### config.mk
export PLATFORM = sky130hd
export DESIGN_NAME = integer_to_radix_digits
export DESIGN_NICKNAME = d
export VERILOG_FILES = /design/src/rtl/core/itrd_pkg.sv /design/src/rtl/core/itrd_div_unit.sv /design/src/rtl/core/itrd_digit_ram.sv /design/src/rtl/core/integer_to_radix_digits.sv
export SDC_FILE = /design/constraint.sdc
export NUM_CORES = 1
export LEC_CHECK = 0
export BUFFER_PORTS_ARGS = -buffer_cell sky130_fd_sc_hd__buf_2
export CORE_ASPECT_RATIO = 2
export CORE_MARGIN = 3
export CORE_UTILIZATION = 55
export DETAILED_ROUTE_END_ITERATION = 8
export PLACE_DENSITY = 0.82
export SLEW_MARGIN = 20
export SYNTH_ARGS = -nofsm -noshare
export SYNTH_HDL_FRONTEND = slang
export SYNTH_SLANG_ARGS = --single-unit
### constraint.sdc
create_clock -name clk -period 15.3 [get_ports clk]
set_input_delay 1.53 -clock clk [delete_from_list [all_inputs] [get_ports clk]]
set_output_delay 1.53 -clock clk [all_outputs]
set_load 0.05 [all_outputs]
### src/rtl/core/itrd_pkg.sv
// ----------------------------------------------------------------------------
// itrd_pkg: shared types and constants for the radix digit converter
// Widths, the division step geometry, the interface structs between the
// sequencer and the divider, and the digit helper functions.
// ----------------------------------------------------------------------------
package itrd_pkg;

	// Width of the value that is converted (low bits of the input field).
	localparam int VALUE_WIDTH = 32;
	// Width of the input field on the port.
	localparam int IN_WIDTH    = 32;
	// Largest number of digits kept for one value.
	localparam int MAX_DIGITS  = 32;

	// Quotient bits retired by the divider in one cycle.
	localparam int DIV_BITS    = 8;
	localparam int DIV_STEPS   = (VALUE_WIDTH + DIV_BITS - 1) / DIV_BITS;
	localparam int DIV_WIDTH   = DIV_STEPS * DIV_BITS;
	localparam int STEP_W      = (DIV_STEPS > 1) ? $clog2(DIV_STEPS) : 1;

	localparam int RADIX_W     = 6;
	localparam int DIGIT_W     = 6;
	localparam int CHAR_W      = 7;
	localparam int CNT_W       = $clog2(MAX_DIGITS + 1);
	localparam int ADDR_W      = $clog2(MAX_DIGITS);

	localparam logic [RADIX_W-1:0] RADIX_MIN   = RADIX_W'(2);
	localparam logic [RADIX_W-1:0] RADIX_MAX   = RADIX_W'(36);
	localparam logic [RADIX_W-1:0] RADIX_RESET = RADIX_W'(10);
	localparam logic [DIGIT_W-1:0] DECIMAL_DIGITS = DIGIT_W'(10);
	localparam logic [CHAR_W-1:0]  ASCII_ZERO  = CHAR_W'(48);
	localparam logic [CHAR_W-1:0]  ASCII_A     = CHAR_W'(65);

	// Mask that keeps the low VALUE_WIDTH bits of the input field.
	localparam logic [IN_WIDTH-1:0] VALUE_MASK =
		(VALUE_WIDTH >= IN_WIDTH) ? {IN_WIDTH{1'b1}} :
		IN_WIDTH'((64'd1 << VALUE_WIDTH) - 64'd1);

	// Request from the sequencer to the divider.
	typedef struct packed {
		logic                 start;
		logic [DIV_WIDTH-1:0] dividend;
		logic [RADIX_W-1:0]   radix;
	} div_ctrl_t;

	// Result of one division.
	typedef struct packed {
		logic                 done;
		logic [DIV_WIDTH-1:0] quotient;
		logic [DIGIT_W-1:0]   remainder;
	} div_stat_t;

	// Clamp the programmed radix into the legal range.
	function automatic logic [RADIX_W-1:0] eff_radix(input logic [RADIX_W-1:0] r);
		logic [RADIX_W-1:0] res;
		res = r;
		if (r < RADIX_MIN) res = RADIX_MIN;
		if (r > RADIX_MAX) res = RADIX_MAX;
		return res;
	endfunction

	// Map a digit value onto its ASCII character.
	function automatic logic [CHAR_W-1:0] digit_to_ascii(input logic [DIGIT_W-1:0] d);
		logic [CHAR_W-1:0] res;
		if (d < DECIMAL_DIGITS) begin
			res = ASCII_ZERO + CHAR_W'(d);
		end else begin
			res = ASCII_A + CHAR_W'(d - DECIMAL_DIGITS);
		end
		return res;
	endfunction

endpackage

### src/rtl/core/itrd_div_unit.sv
// ----------------------------------------------------------------------------
// itrd_div_unit: iterative divider by a small radix
// Restoring division of the working quotient by the radix, retiring
// DIV_BITS quotient bits per cycle, with the remainder kept below 36.
// ----------------------------------------------------------------------------
module itrd_div_unit (
	input  logic                clk,
	input  logic                arst_n,
	input  itrd_pkg::div_ctrl_t ctrl,
	output itrd_pkg::div_stat_t stat
);
	import itrd_pkg::*;

	logic [DIV_WIDTH-1:0] quo_q;
	logic [DIGIT_W-1:0]   rem_q;
	logic [RADIX_W-1:0]   radix_q;
	logic [STEP_W-1:0]    step_q;
	logic                 busy_q;
	logic                 done_q;

	logic [DIV_BITS-1:0]  top_bits;
	logic [DIV_BITS-1:0]  qbits;
	logic [DIGIT_W-1:0]   rem_n;

	// One cycle of the divider: DIV_BITS compare-and-subtract steps.
	always_comb begin
		logic [DIGIT_W:0] part;
		logic [DIGIT_W-1:0] acc;
		top_bits = quo_q[DIV_WIDTH-1 -: DIV_BITS];
		acc = rem_q;
		qbits = '0;
		for (int i = DIV_BITS - 1; i >= 0; i--) begin
			part = {acc, top_bits[i]};
			if (part >= {1'b0, radix_q}) begin
				part = part - {1'b0, radix_q};
				qbits[i] = 1'b1;
			end
			acc = part[DIGIT_W-1:0];
		end
		rem_n = acc;
	end

	// Control of the iteration.
	always_ff @(posedge clk or negedge arst_n) begin
		if (!arst_n) begin
			busy_q <= 1'b0;
			done_q <= 1'b0;
			step_q <= '0;
		end else if (ctrl.start) begin
			busy_q <= 1'b1;
			done_q <= 1'b0;
			step_q <= '0;
		end else if (busy_q) begin
			if (step_q == STEP_W'(DIV_STEPS - 1)) begin
				busy_q <= 1'b0;
				done_q <= 1'b1;
			end else begin
				step_q <= step_q + STEP_W'(1);
			end
		end else begin
			done_q <= 1'b0;
		end
	end

	// Working quotient and partial remainder.
	always_ff @(posedge clk) begin
		if (ctrl.start) begin
			quo_q   <= ctrl.dividend;
			rem_q   <= '0;
			radix_q <= ctrl.radix;
		end else if (busy_q) begin
			quo_q <= (quo_q << DIV_BITS) | DIV_WIDTH'(qbits);
			rem_q <= rem_n;
		end
	end

	assign stat.done      = done_q;
	assign stat.quotient  = quo_q;
	assign stat.remainder = rem_q;

endmodule

### src/rtl/core/itrd_digit_ram.sv
// ----------------------------------------------------------------------------
// itrd_digit_ram: digit store
// One write port and one read port with registered read data, holding the
// remainders of the current value, least significant first.
// ----------------------------------------------------------------------------
module itrd_digit_ram (
	input  logic                         clk,
	input  logic                         we,
	input  logic [itrd_pkg::ADDR_W-1:0]  waddr,
	input  logic [itrd_pkg::DIGIT_W-1:0] wdata,
	input  logic                         re,
	input  logic [itrd_pkg::ADDR_W-1:0]  raddr,
	output logic [itrd_pkg::DIGIT_W-1:0] rdata
);
	import itrd_pkg::*;

	logic [DIGIT_W-1:0] mem [MAX_DIGITS];
	logic [DIGIT_W-1:0] rdata_q;

	// Write port.
	always_ff @(posedge clk) begin
		if (we) begin
			mem[waddr] <= wdata;
		end
	end

	// Read port; data holds until the next read.
	always_ff @(posedge clk) begin
		if (re) begin
			rdata_q <= mem[raddr];
		end
	end

	assign rdata = rdata_q;

endmodule

### src/rtl/core/integer_to_radix_digits.sv
// ----------------------------------------------------------------------------
// integer_to_radix_digits: unsigned integer to ASCII digits in base 2..36
// Converts one value per request into its digits, most significant first,
// flagging the final digit.
// ----------------------------------------------------------------------------
// The block takes one 32-bit value per request and returns one request per
// digit, most significant first, as ASCII '0'-'9' then 'A'-'Z', with
// last_digit set on the least significant digit; zero gives the single digit
// '0'. The radix register (reset 10) saturates to 2..36 and must only be
// written while the block is idle. Every digit costs one division in the
// shared divider, which retires 8 quotient bits per cycle. Each digit is
// then read back through the registered digit store read port and loaded
// into the output register as soon as that register is free or emptying.
// in_ready is high only while the sequencer is idle; the last digit may still
// wait in the output register when the next value is taken.
// ----------------------------------------------------------------------------
module integer_to_radix_digits (
	input  logic                          clk,
	input  logic                          arst_n,
	input  logic                          radix_we,
	input  logic [itrd_pkg::RADIX_W-1:0]  radix_wdata,
	input  logic                          in_valid,
	output logic                          in_ready,
	input  logic [itrd_pkg::IN_WIDTH-1:0] value,
	output logic                          out_valid,
	input  logic                          out_ready,
	output logic [itrd_pkg::CHAR_W-1:0]   digit_char,
	output logic                          last_digit
);
	import itrd_pkg::*;

	typedef enum logic [3:0] {
		S_IDLE = 4'b0001,
		S_DIV  = 4'b0010,
		S_READ = 4'b0100,
		S_SEND = 4'b1000
	} state_t;

	state_t             state_q;
	logic [RADIX_W-1:0] radix_q;
	logic [CNT_W-1:0]   cnt_q;
	logic [ADDR_W-1:0]  idx_q;
	logic               out_valid_q;
	logic [CHAR_W-1:0]  out_char_q;
	logic               out_last_q;

	div_ctrl_t          div_ctrl;
	div_stat_t          div_stat;
	logic [CNT_W-1:0]   cnt_next;
	logic               div_final;
	logic               ram_we;
	logic               ram_re;
	logic [DIGIT_W-1:0] ram_rdata;
	logic               in_take;
	logic               out_free;
	logic               out_load;

	assign in_ready  = (state_q == S_IDLE);
	assign in_take   = in_valid && in_ready;
	assign out_free  = !out_valid_q || out_ready;
	assign out_load  = (state_q == S_SEND) && out_free;
	assign cnt_next  = cnt_q + CNT_W'(1);
	assign div_final = (div_stat.quotient == '0) || (cnt_next == CNT_W'(MAX_DIGITS));
	assign ram_we    = (state_q == S_DIV) && div_stat.done;
	assign ram_re    = (state_q == S_READ);

	// Divider requests: a new value, or the next division of the quotient.
	always_comb begin
		div_ctrl.radix    = eff_radix(radix_q);
		div_ctrl.start    = 1'b0;
		div_ctrl.dividend = DIV_WIDTH'(value & VALUE_MASK);
		if (in_take) begin
			div_ctrl.start = 1'b1;
		end else if (ram_we && !div_final) begin
			div_ctrl.start    = 1'b1;
			div_ctrl.dividend = div_stat.quotient;
		end
	end

	itrd_div_unit u_div (
		.clk    (clk),
		.arst_n (arst_n),
		.ctrl   (div_ctrl),
		.stat   (div_stat)
	);

	itrd_digit_ram u_ram (
		.clk   (clk),
		.we    (ram_we),
		.waddr (cnt_q[ADDR_W-1:0]),
		.wdata (div_stat.remainder),
		.re    (ram_re),
		.raddr (idx_q),
		.rdata (ram_rdata)
	);

	// Configuration register.
	always_ff @(posedge clk or negedge arst_n) begin
		if (!arst_n) begin
			radix_q <= RADIX_RESET;
		end else if (radix_we) begin
			radix_q <= radix_wdata;
		end
	end

	// Sequencer: divide until the quotient is zero or MAX_DIGITS digits are stored, then read digits back.
	always_ff @(posedge clk or negedge arst_n) begin
		if (!arst_n) begin
			state_q <= S_IDLE;
			cnt_q   <= '0;
			idx_q   <= '0;
		end else begin
			case (state_q)
				S_IDLE: begin
					if (in_take) begin
						cnt_q   <= '0;
						state_q <= S_DIV;
					end
				end
				S_DIV: begin
					if (div_stat.done) begin
						cnt_q <= cnt_next;
						if (div_final) begin
							idx_q   <= cnt_q[ADDR_W-1:0];
							state_q <= S_READ;
						end
					end
				end
				S_READ: begin
					state_q <= S_SEND;
				end
				S_SEND: begin
					if (out_free) begin
						if (idx_q == '0) begin
							state_q <= S_IDLE;
						end else begin
							idx_q   <= idx_q - ADDR_W'(1);
							state_q <= S_READ;
						end
					end
				end
				default: begin
					state_q <= S_IDLE;
				end
			endcase
		end
	end

	// Output register valid.
	always_ff @(posedge clk or negedge arst_n) begin
		if (!arst_n) begin
			out_valid_q <= 1'b0;
		end else if (out_load) begin
			out_valid_q <= 1'b1;
		end else if (out_ready) begin
			out_valid_q <= 1'b0;
		end
	end

	// Output register payload.
	always_ff @(posedge clk) begin
		if (out_load) begin
			out_char_q <= digit_to_ascii(ram_rdata);
			out_last_q <= (idx_q == '0);
		end
	end

	assign out_valid  = out_valid_q;
	assign digit_char = out_char_q;
	assign last_digit = out_last_q;

endmodule
---- Word level (Yosys, flattened, before mapping) ----
Memory sizes are Yosys's and may differ from the RTL's. A register that Yosys moved wholly into a read port is not among the register bits.
Index checks and enable logic that the tools add are counted.
storage, ports and cells
  flip-flop bits (word level) ............. 78
  latch bits .............................. 0
  RAM bits ................................ 192
  memory bits (read-only) ................. 0
  input bits .............................. 43
  output and inout port bits .............. 10
  word-level logic and storage cells ...... 125
  memories ................................ 1
operators by class
  add/sub/neg operators ................... 14
  multiply operators ...................... 0
  divide/modulo/power cells ............... 0
  $lt $le $gt $ge ......................... 11
  equal/unequal tests ..................... 14
  shift operators ......................... 0
  multiplexer cells ....................... 50
  bitwise operators ....................... 1
  reductions and logical operators ........ 20
memories
  name       words  bits a word  read ports  clocked after Yosys merged registers in  write ports  line                  RTL
  u_ram.mem  32     6            1           1                                        1            itrd_digit_ram.sv:17  logic [DIGIT_W-1:0] mem [MAX_DIGITS];
operators with widths
  cell                                                                           number
  32-bit 2-to-1 mux                                                              3
  6-bit 2-to-1 mux                                                               11
  7-bit by 6-bit greater-or-equal comparator with 1-bit output                   8
  6-bit subtractor                                                               8
  33-bit 2-to-1 mux                                                              1
  32-bit zero test                                                               1
  32-bit by 8-bit OR with 32-bit output                                          1
  5-bit 2-to-1 mux                                                               4
  1-bit 2-to-1 mux                                                               19
  4-bit 2-to-1 mux                                                               4
  4-bit case mux with 4 select lines                                             1
  6-bit case mux with 2 select lines                                             1
  5-bit case mux with 2 select lines                                             1
  2-bit inequality test (second input constant)                                  4
  2-bit nonzero test                                                             4
  6-bit by 6-bit adder with 7-bit output (first input constant)                  1
  7-bit adder (first input constant)                                             1
  7-bit 2-to-1 mux                                                               1
  6-bit by 4-bit subtractor with 7-bit output (second input constant)            1
  6-bit by 1-bit adder with 6-bit output (second input constant)                 1
  6-bit equality test (second input constant)                                    1
  6-bit > comparator (second input constant)                                     1
  6-bit by 2-bit less-than comparator with 1-bit output (second input constant)  1
  6-bit by 4-bit less-than comparator with 1-bit output (second input constant)  1
  20 further kinds                                                               30

---- Depth between registers and ports, before layout ----
Gate-level depths: netlist of run 1.
  depth in word-level cells ............... 19
  gate-level depth with buffers ........... 74
  depth with buffers taken out ............ 71

---- Cells and area by module ----
A second synthesis of run 1 with hierarchy kept.
second synthesis, totals
  cell total of the unflattened synthesis .. 1012
  area, all modules ....................... 14502.7 µm²
by module, submodules not included
  module                   instances  cells an instance  area each (µm²)  sequential area each (µm²)
  itrd_digit_ram           1          323                7649.8           5945.7
  itrd_div_unit            1          464                4598.2           1361.3
  integer_to_radix_digits  1          225                2254.7           794.5

---- Worst setup path after synthesis of run 1 ----
OpenSTA, ideal clock, no wires.
  kind .................................... register to register
  start ................................... register u_div.rem_q[3]
  end ..................................... register u_div.rem_q[0]
  library setup time ...................... 0.061 ns
  data arrival time ....................... 15.473 ns
  data required time ...................... 15.239 ns
  setup slack ............................. -0.235 ns
  stages on the path, launching flop included .. 71
  buffers on the path ..................... 3
  path through ............................ dfxtp_1 > ha_1 > a21o_1 > a211oi_2 > o21ai_0 > mux2i_1 > inv_1 > ha_1 > o21a_1 > nor2_1 > o31ai_1 > nor2_1 > mux2i_1 > ha_1 > nand2_1 > o21ai_0 > o22ai_1 > and4_1 > (+35 left out) > nand2b_1 > a21o_1 > a21o_1 > a211oi_1 > o21ai_2 > a31oi_4 > buf_6 > mux2i_1 > ha_1 > a21o_1 > a21o_1 > a21o_1 > a21o_1 > a31o_2 > a21oi_1 > nand3b_1 > a2111oi_0 > a311o_1
between the ends
  longest elaborated chain between the ends .. 16
RTL lines
  item                                                                                                     line                                      RTL
  start: declaration                                                                                       itrd_div_unit.sv:15                       logic [DIGIT_W-1:0] rem_q;
  start signal: assignment                                                                                 itrd_div_unit.sv:73                       rem_q <= rem_n;
  6-bit subtractor / 7-bit by 6-bit greater-or-equal comparator with 1-bit output (equally long branches)  itrd_div_unit.sv:35, itrd_div_unit.sv:34
  6-bit 2-to-1 mux (*)                                                                                     itrd_div_unit.sv:34                       if (part >= {1'b0, radix_q}) begin
  6-bit subtractor / 7-bit by 6-bit greater-or-equal comparator with 1-bit output (equally long branches)  itrd_div_unit.sv:35, itrd_div_unit.sv:34
  6-bit 2-to-1 mux (*)                                                                                     itrd_div_unit.sv:34
  7-bit by 6-bit greater-or-equal comparator with 1-bit output / 6-bit subtractor (equally long branches)  itrd_div_unit.sv:34, itrd_div_unit.sv:35
  6-bit 2-to-1 mux (*)                                                                                     itrd_div_unit.sv:34
  6-bit subtractor / 7-bit by 6-bit greater-or-equal comparator with 1-bit output (equally long branches)  itrd_div_unit.sv:35, itrd_div_unit.sv:34
  6-bit 2-to-1 mux (*)                                                                                     itrd_div_unit.sv:34
  6-bit subtractor / 7-bit by 6-bit greater-or-equal comparator with 1-bit output (equally long branches)  itrd_div_unit.sv:35, itrd_div_unit.sv:34
  6-bit 2-to-1 mux (*)                                                                                     itrd_div_unit.sv:34
  6-bit subtractor / 7-bit by 6-bit greater-or-equal comparator with 1-bit output (equally long branches)  itrd_div_unit.sv:35, itrd_div_unit.sv:34
  6-bit 2-to-1 mux (*)                                                                                     itrd_div_unit.sv:34
  6-bit subtractor / 7-bit by 6-bit greater-or-equal comparator with 1-bit output (equally long branches)  itrd_div_unit.sv:35, itrd_div_unit.sv:34
  6-bit 2-to-1 mux (*)                                                                                     itrd_div_unit.sv:34
  7-bit by 6-bit greater-or-equal comparator with 1-bit output (*)                                         itrd_div_unit.sv:34
  6-bit 2-to-1 mux (*)                                                                                     itrd_div_unit.sv:34
Mark *: on every way between the ends. The rest lies on a longest branch, timed or not.
A chain may end at the register's enable or synchronous reset.

---- Worst setup path in the final report of run 1 ----
  start ................................... register u_div.radix_q[4]
  end ..................................... register u_div.rem_q[2]
between the ends
  longest elaborated chain between the ends .. 16
RTL lines
  item                                                                                                     line                                      RTL
  start: declaration                                                                                       itrd_div_unit.sv:16                       logic [RADIX_W-1:0] radix_q;
  start signal: assignment                                                                                 itrd_div_unit.sv:70                       radix_q <= ctrl.radix;
  6-bit subtractor / 7-bit by 6-bit greater-or-equal comparator with 1-bit output (equally long branches)  itrd_div_unit.sv:35, itrd_div_unit.sv:34
  6-bit 2-to-1 mux                                                                                         itrd_div_unit.sv:34
  6-bit subtractor / 7-bit by 6-bit greater-or-equal comparator with 1-bit output (equally long branches)  itrd_div_unit.sv:35, itrd_div_unit.sv:34
  6-bit 2-to-1 mux                                                                                         itrd_div_unit.sv:34
  7-bit by 6-bit greater-or-equal comparator with 1-bit output / 6-bit subtractor (equally long branches)  itrd_div_unit.sv:34, itrd_div_unit.sv:35
  6-bit 2-to-1 mux                                                                                         itrd_div_unit.sv:34
  6-bit subtractor / 7-bit by 6-bit greater-or-equal comparator with 1-bit output (equally long branches)  itrd_div_unit.sv:35, itrd_div_unit.sv:34
  6-bit 2-to-1 mux                                                                                         itrd_div_unit.sv:34
  6-bit subtractor / 7-bit by 6-bit greater-or-equal comparator with 1-bit output (equally long branches)  itrd_div_unit.sv:35, itrd_div_unit.sv:34
  6-bit 2-to-1 mux                                                                                         itrd_div_unit.sv:34
  6-bit subtractor / 7-bit by 6-bit greater-or-equal comparator with 1-bit output (equally long branches)  itrd_div_unit.sv:35, itrd_div_unit.sv:34
  6-bit 2-to-1 mux                                                                                         itrd_div_unit.sv:34
  7-bit by 6-bit greater-or-equal comparator with 1-bit output / 6-bit subtractor (equally long branches)  itrd_div_unit.sv:34, itrd_div_unit.sv:35
  6-bit 2-to-1 mux                                                                                         itrd_div_unit.sv:34
  6-bit subtractor / 7-bit by 6-bit greater-or-equal comparator with 1-bit output (equally long branches)  itrd_div_unit.sv:35, itrd_div_unit.sv:34
  6-bit 2-to-1 mux (*)                                                                                     itrd_div_unit.sv:34
Marked as above.

==> results of run 1 <==
## metal layers
layer | global-route usage | up-vias | share of wire
li1 | - | 4221 | -
met1 | 0.259 | 4646 | 0.31
met2 | 0.506 | 427 | 0.56
met3 | 0.0305 | 152 | 0.049
met4 | 0.163 | 0 | 0.071
met5 | 0 | - | 0
## through the flow
step / hold WS (ns) / instances / util
2_1_floorplan: 0.481 / 1053 / -
3_3_place_gp: 0.495 / 1444 / 0.596
3_5_place_dp: 0.509 / 1444 / 0.596
4_1_cts: 0.526 / 1488 / 0.629
5_1_grt: 0.564 / 1491 / 0.634
6_report: 0.524 / 1491 / 0.634
## cell type report
type	instances	area [um^2]	area share
Sequential cell	276	8110	0.506
Multi-Input combinational cell	691	5880	0.368
Clock buffer	30	684	0.0428
Timing Repair Buffer	94	579	0.0362
Tap cell	336	420	0.0263
Inverter	50	188	0.0117
Clock inverter	14	148	0.00922
## registers in the layout (all words and copies together), names as in the netlist, 2 cells and up
signal / cells
u_ram.mem: 192
u_div.quo_q: 32
digit_char: 7
cnt_q: 6
radix_q: 6
u_div.radix_q: 6
u_div.rem_q: 6
u_ram.rdata: 6
idx_q: 5
state_q: 4
u_div.step_q: 2
## logic make-up after synthesis
family          Yosys count
flops                   276
simple gates            272
compound gates          223
mux                      98
buf+inv                  86
fa+ha+maj                66
xor+xnor                 32
## timing repair
action / in CTS / in global routing
pin swaps: 0 / 3
endpoints found under the setup margin: 4 / 7
resized for setup: 2 / 27
gates cloned: 0 / 0
buffers inserted: 0 / 3
## worst paths after layout
path	end	slack (ns)
max in group asynchronous	idx_q[0]$_DFFE_PN0P_	13.84
worst min register to register	radix_q[0]$_DFFE_PN0P_	0.52
worst min-delay path	radix_q[0]$_DFFE_PN0P_	0.52
worst max register to register	u_div.rem_q[2]$_SDFFE_PN0P_	0.71
worst max-delay path	u_div.rem_q[2]$_SDFFE_PN0P_	0.71
min in group asynchronous	radix_q[0]$_DFFE_PN0P_	1.01
## cells in the mapped netlist (20+ instances only)
library cell / count / area [um^2]
a21o_1: 20 / 150
a21oi_1: 38 / 190
clkbuf_1: 27 / 101
dfrtp_1: 23 / 576
edfxtp_1: 244 / 7330
ha_1: 57 / 713
inv_1: 48 / 180
mux2_2: 21 / 236
mux4_2: 60 / 1350
nand2_1: 92 / 345
nor2_1: 74 / 278
o21ai_0: 72 / 360
==> impl_metrics.toml, run 1 <==
[timing]
period_needed_ns = 14.59
skew_ns = 0.0214
setup_viol = 0
finalSetupTns_ns = 0
relSlewSlack = 0.345
hold_violations = 0
worst_slack_ns = 0.709
fmax_mhz = 68.5
tightest_slew_ns = 0.980
maxSlewViolCount = 0
period_share = 0.954

[die]
dieWidth_um = 120
fp-row-count = 82
initial_core_util = 0.562
fp.coreArea_um2 = 25200
io_pins = 53
dieArea_um2 = 27900
die_height_um = 233

[setup_path]
path_class = "flip-flop to flip-flop"
reg2reg_from = "u_div.radix_q[4]$_SDFFCE_PP0N_"
endpoint_kind = "flip-flop"
cp_top_family = "compound AO/OA/AOI/OAI gates"
path_buf_inv = 5
cp-start-kind = "flip-flop"
critPathMaxFanout = 9
cp.required_ns = 15.79
crit_path_frequent_cell = "a21o_1"
startpoint = "u_div.radix_q[4]$_SDFFCE_PP0N_"
critPathArrivalTime_ns = 15.08
reg2reg_depth = 66
max_stage_delay_ns = 0.41
crit_slowest_cell = "mux2_2"
crit_cells = 66

[logic_synthesis]
yosys_warnings = 0
netlist_instances = 1053
yosysSeqAreaShare = 0.571
synth_flop_cell = "edfxtp_1"
yosys.area_share.simple = 0.0920
yosys.area_share.xor_xnor = 0.0197
syn-mean-instance-area_um2 = 13.5
synth-edff-count = 244
synth_mux_area_frac = 0.124
synth_top_family_by_area = "multiplexers"
synthAdderAreaFrac = 0.0622
yosys_register_bits = 276
synth_compound_area_frac = 0.108
synth_cell_types = 79
async_reset_ff_frac = 0.0942
synth_fp_nets = 1161
mappedNetlistArea_um2 = 14200

[clock_network]
cts_sinks = 276
root_buffer = "clkbuf_16"
cts_buffer_depth = 3
cts_hold_buf = 0
h-tree-depth = 1
path_clk_slew_ns = 0.07
clk_latency_ns = 0.54
cts_tree = "done"
cts_buffers = 24

[place]
io_buffers = 52
place_area_um2 = 15000
place_congestion = 0.976
dp_hpwl_mm = 25.6
dpl_worst_slack_ns = -0.131

[grt]
grt_pass1_wl_mm = 55.4
grt_max_degree = 50
overflow = 0
antenna_found_initial = 0
grt_pass1_vias = 10100
gr-usage-all-layers = 0.261

[run]
maxCapViolations = 0

[route]
num_vias = 9446
viasPerCell = 6.34
wirelength_mm = 35.4
drcViolationCount = 0
antenna_left = 0
wl_per_cell_um = 23.7
dr.pass1.iters = 5
drtIter0Drc = 566

[worst_hold_path]
min_path_cells = 1
hp-start = "radix_q[0]$_DFFE_PN0P_"
hold_class = "flip-flop to flip-flop"

[cells_and_area]
antennaDiodeCount = 0
final_cell_mix = "edfxtp_1 (244), nand2_1 (92), nor2_1 (71)"
design_area_um2 = 16000
nets = 1245
final_common_cell = "edfxtp_1"
fillerInstances = 1875
layout-drive-gt1-share = 0.228
areaGrowthSynthToFinish_pct = 12.8

[run_status]
status = "completed"
Power of run 1 is left out: the tool's default activity adds up to more than one toggle a clock period on the data nets, which glitch-free logic cannot reach.
==> inputs of run 2 (changes only) <==
--- a/config.mk
+++ b/config.mk
@@ -10,7 +10,7 @@
 export CORE_MARGIN = 3
 export CORE_UTILIZATION = 55
 export DETAILED_ROUTE_END_ITERATION = 8
-export PLACE_DENSITY = 0.82
+export PLACE_DENSITY_LB_ADDON = 0.1
 export SLEW_MARGIN = 20
 export SYNTH_ARGS = -nofsm -noshare
 export SYNTH_HDL_FRONTEND = slang
==> impl_metrics.toml, run 2 (same netlist as run 1, synthesis figures left out) <==
[grt]
grt_pass1_wl_mm = 54.1
antenna_found_initial = 0
gr-usage-all-layers = 0.259
grt_pass1_vias = 9559
overflow = 0
grt_max_degree = 51

[place]
place_congestion = 0.937
io_buffers = 52
dp_hpwl_mm = 26.4
place_area_um2 = 15100

[route]
viasPerCell = 6.11
antenna_left = 0
num_vias = 9177
dr.pass1.iters = 5
drcViolationCount = 0
wirelength_mm = 35.5
wl_per_cell_um = 23.6
drtIter0Drc = 596

[clock_network]
h-tree-depth = 1
cts_tree = "done"
root_buffer = "clkbuf_16"
cts_sinks = 276
cts_hold_buf = 0
cts_buffers = 24
cts_buffer_depth = 3
path_clk_slew_ns = 0.07
clk_latency_ns = 0.54

[setup_path]
r2r_setup_slack_ns = 0.71
critPathArrivalTime_ns = 15.08
crit_slowest_cell = "o21ai_0"
critPathMaxFanout = 9
path_class = "flip-flop to flip-flop"
cp-start-kind = "flip-flop"
endpoint_kind = "flip-flop"
crit_path_frequent_cell = "a21o_1"
cp.required_ns = 15.79
max_stage_delay_ns = 0.39

[cells_and_area]
largest_reg_flops = 192
antennaDiodeCount = 0
regMostFlops = "u_ram.mem"
design_area_um2 = 16000
nets = 1256
fillerInstances = 1968
final_common_cell = "edfxtp_1"
final_util = 0.634
final_cell_mix = "edfxtp_1 (244), nand2_1 (92), nor2_1 (71)"
final-seq-area_um2 = 8110
layout-drive-gt1-share = 0.232
areaGrowthSynthToFinish_pct = 12.8
multiInputGateArea_um2 = 5880

[die]
dieArea_um2 = 27900
fp-row-count = 82
fp.coreArea_um2 = 25200
initial_core_util = 0.562
dieWidth_um = 120
die_height_um = 233
io_pins = 53

[timing]
hold_violations = 0
skew_ns = 0.0220
timing.hold.ws_ns = 0.526
setup_viol = 0
tightest_slew_ns = 0.988
period_share = 0.954
period_needed_ns = 14.59
relSlewSlack = 0.342
maxSlewViolCount = 0
fmax_mhz = 68.5

[run_status]
status = "completed"

[worst_hold_path]
hold_class = "flip-flop to flip-flop"

[run]
maxCapViolations = 0
run 2: cell types whose count changed in the layout (fill, tap and decap cells not counted), moves of 2 or more:
cell | before | now
o21ai_2 | 4 | 2
clkinv_2 | 2 | 7
o21ai_1 | 3 | 5
clkbuf_1 | 1 | 3
buf_4 | 41 | 52
inv_6 | 3 | 0
clkbuf_8 | 4 | 1
clkinv_1 | 3 | 5
run 2: critical path, delay by kind of cell, from the launching register on:
| family | cells | cell delay, ns |
|---|---|---|
| compound gates | 34 | 7.13 |
| fa+ha+maj | 8 | 2.51 |
| buf+inv | 7 | 1.23 |
| flops | 1 | 0.38 |
| mux | 2 | 0.70 |
| simple gates | 16 | 2.60 |
run 2: metal layers:
| layer | routed length (um) | global-route usage |
|---|---|---|
| met1 | 11000 | 0.246 |
| met3 | 1150 | 0.0235 |
| met4 | 2450 | 0.163 |
| met2 | 20900 | 0.518 |
| met5 | 0 | 0 |
run 2: final cells by class:
class | count | share of cell area
timing repair buffer | 105 | 0.0413
clock inverter | 16 | 0.00774
inverter | 50 | 0.0117
multi-input combinational | 691 | 0.368
clock buffer | 28 | 0.0391
sequential | 276 | 0.506
tap | 336 | 0.0263
run 2: worst paths after layout:
| kind | startpoint | to | cells past startpoint |
|---|---|---|---|
| min reg2reg | radix_q[0]$_DFFE_PN0P_ | radix_q[0]$_DFFE_PN0P_ | 1 |
| max in group asynchronous | arst_n | idx_q[1]$_DFFE_PN0P_ | 1 |
| max reg2reg | u_div.radix_q[4]$_SDFFCE_PP0N_ | u_div.rem_q[0]$_SDFFE_PN0P_ | 67 |
| max | u_div.radix_q[4]$_SDFFCE_PP0N_ | u_div.rem_q[0]$_SDFFE_PN0P_ | 67 |
| min in group asynchronous | arst_n | u_div.step_q[0]$_DFFE_PN0P_ | 1 |
| min | radix_q[0]$_DFFE_PN0P_ | radix_q[0]$_DFFE_PN0P_ | 1 |
run 2: per-stage QoR:
step | std cells | TNS [ns] | worst slack [ns]
global route | 1502 | -0.0435 | -0.0319
detailed placement | 1448 | -0.323 | -0.150
floorplan | 1053 | 0 | 0.0463
global placement | 1448 | 0 | 0.309
finish | 1502 | 0 | 0.710
CTS | 1492 | 0 | 0.0268
run 2: what timing repair did:
| action | in CTS | in global routing |
|---|---|---|
| pin swaps | 0 | 4 |
| cloned | 0 | 0 |
| buffers inserted | 0 | 10 |
| resized for setup | 4 | 25 |
| setup endpoints to repair | 4 | 7 |
Power of run 2 is left out for the same reason.
==> inputs of run 3 (changes only) <==
--- a/config.mk
+++ b/config.mk
@@ -10,6 +10,7 @@
 export CORE_MARGIN = 3
 export CORE_UTILIZATION = 55
 export DETAILED_ROUTE_END_ITERATION = 8
+export GPL_TIMING_DRIVEN = 0
 export PLACE_DENSITY_LB_ADDON = 0.1
 export SLEW_MARGIN = 20
 export SYNTH_ARGS = -nofsm -noshare
==> impl_metrics.toml, run 3 (same netlist as run 1, synthesis figures left out) <==
[run_status]
status = "completed"

[route]
antenna_left = 0
num_vias = 9371
drcViolationCount = 0
dr.pass1.iters = 5
wl_per_cell_um = 24.3
viasPerCell = 6.11
wirelength_mm = 37.3
drtIter0Drc = 753

[clock_network]
cts_buffer_depth = 3
cts_hold_buf = 0
h-tree-depth = 1
clk_latency_ns = 0.54
cts_tree = "done"
cts_sinks = 276
path_clk_slew_ns = 0.08
cts_buffers = 24
root_buffer = "clkbuf_16"

[place]
place_congestion = 0.934
dp_hpwl_mm = 26.9
dpl_worst_slack_ns = -4.15
io_buffers = 51

[setup_path]
critPathArrivalTime_ns = 15.19
cp-start-kind = "flip-flop"
path_class = "flip-flop to flip-flop"
max_stage_delay_ns = 0.42
critPathMaxFanout = 10
crit_slowest_cell = "a2111oi_4"
endpoint_kind = "flip-flop"
crit_path_frequent_cell = "a21o_1"
reg2reg_from = "u_div.radix_q[4]$_SDFFCE_PP0N_"
startpoint = "u_div.radix_q[4]$_SDFFCE_PP0N_"
cp.required_ns = 15.78

[grt]
grt_pass1_vias = 9752
overflow = 0
grt_pass1_wl_mm = 55.5
gr-usage-all-layers = 0.269
antenna_found_initial = 0
grt_max_degree = 37

[cells_and_area]
antennaDiodeCount = 0
final_cell_mix = "edfxtp_1 (244), nand2_1 (91), nor2_1 (68)"
fillerInstances = 1967
final-seq-area_um2 = 8120
nets = 1288
final_util = 0.653
regMostFlops = "u_ram.mem"
areaGrowthSynthToFinish_pct = 16.2
largest_reg_flops = 192
final_common_cell = "edfxtp_1"
layout-drive-gt1-share = 0.260
multiInputGateArea_um2 = 6170

[timing]
tightest_slew_ns = 0.905
relSlewSlack = 0.396
skew_ns = 0.0169
timing.hold.ws_ns = 0.511
maxSlewViolCount = 0
period_share = 0.961
fmax_mhz = 68.0
setup_viol = 0
worst_slack_ns = 0.592
period_needed_ns = 14.71
hold_violations = 0

[die]
fp-row-count = 82
die_height_um = 233
io_pins = 53
dieWidth_um = 120
fp.coreArea_um2 = 25200
dieArea_um2 = 27900
initial_core_util = 0.562

[worst_hold_path]
hp-start = "radix_q[0]$_DFFE_PN0P_"
hold_class = "flip-flop to flip-flop"

[run]
maxCapViolations = 0
-- run 3: cell count changes in the layout (fill, tap and decap cells not counted), sizes merged --
cell      before  now
clkinvlp       1    5
buf          105  111
clkinv        14   12
clkbuf        28   57
inv           50   45
-- run 3: layout make-up --
cell class | instances | area share
tap | 336 | 0.0255
timing repair buffer | 102 | 0.0413
clock buffer | 31 | 0.0399
multi-input combinational | 691 | 0.374
clock inverter | 13 | 0.00561
buffer | 35 | 0.00872
inverter | 50 | 0.0125
sequential | 276 | 0.492
-- run 3: critical path, delay by kind of cell, from the launching register on --
| kind | cells | cell delay, ns |
|---|---|---|
| flops | 1 | 0.41 |
| fa+ha+maj | 8 | 2.45 |
| mux | 5 | 1.56 |
| compound gates | 38 | 8.09 |
| simple gates | 6 | 0.96 |
| buf+inv | 8 | 1.12 |
-- run 3: final timing paths --
| path | slack [ns] | cells after the start | to |
|---|---|---|---|
| max | 0.59 | 65 | u_div.rem_q[2]$_SDFFE_PN0P_ |
| min | 0.51 | 1 | radix_q[0]$_DFFE_PN0P_ |
| max reg2reg | 0.59 | 65 | u_div.rem_q[2]$_SDFFE_PN0P_ |
| min reg2reg | 0.51 | 1 | radix_q[0]$_DFFE_PN0P_ |
| max in group asynchronous | 13.86 | 1 | idx_q[1]$_DFFE_PN0P_ |
| min in group asynchronous | 1.02 | 1 | idx_q[2]$_DFFE_PN0P_ |
-- run 3: timing repair --
| item | CTS | global route |
|---|---|---|
| pin swaps | 8 | 19 |
| gates resized for setup | 59 | 40 |
| setup buffers | 23 | 27 |
| setup endpoints to repair | 8 | 7 |
-- run 3: metal layers --
metal,vias to the layer above,GRT usage,wire [um]
li1,4308,-,-
met1,4576,0.246,11200
met2,342,0.533,21500
met3,145,0.0240,1430
met4,0,0.200,3230
met5,-,0,0
-- run 3: metrics by stage --
step                      instance area [um^2]  std cells  setup TNS, ns
after CTS                                16100       1507              0
after detailed placement                 14900       1441         -28.45
after global placement                   14900       1440         -29.16
after global routing                     16500       1534         -0.177
final                                    16500       1534              0
after floorplan                          14200       1053              0
Power of run 3 is left out for the same reason.
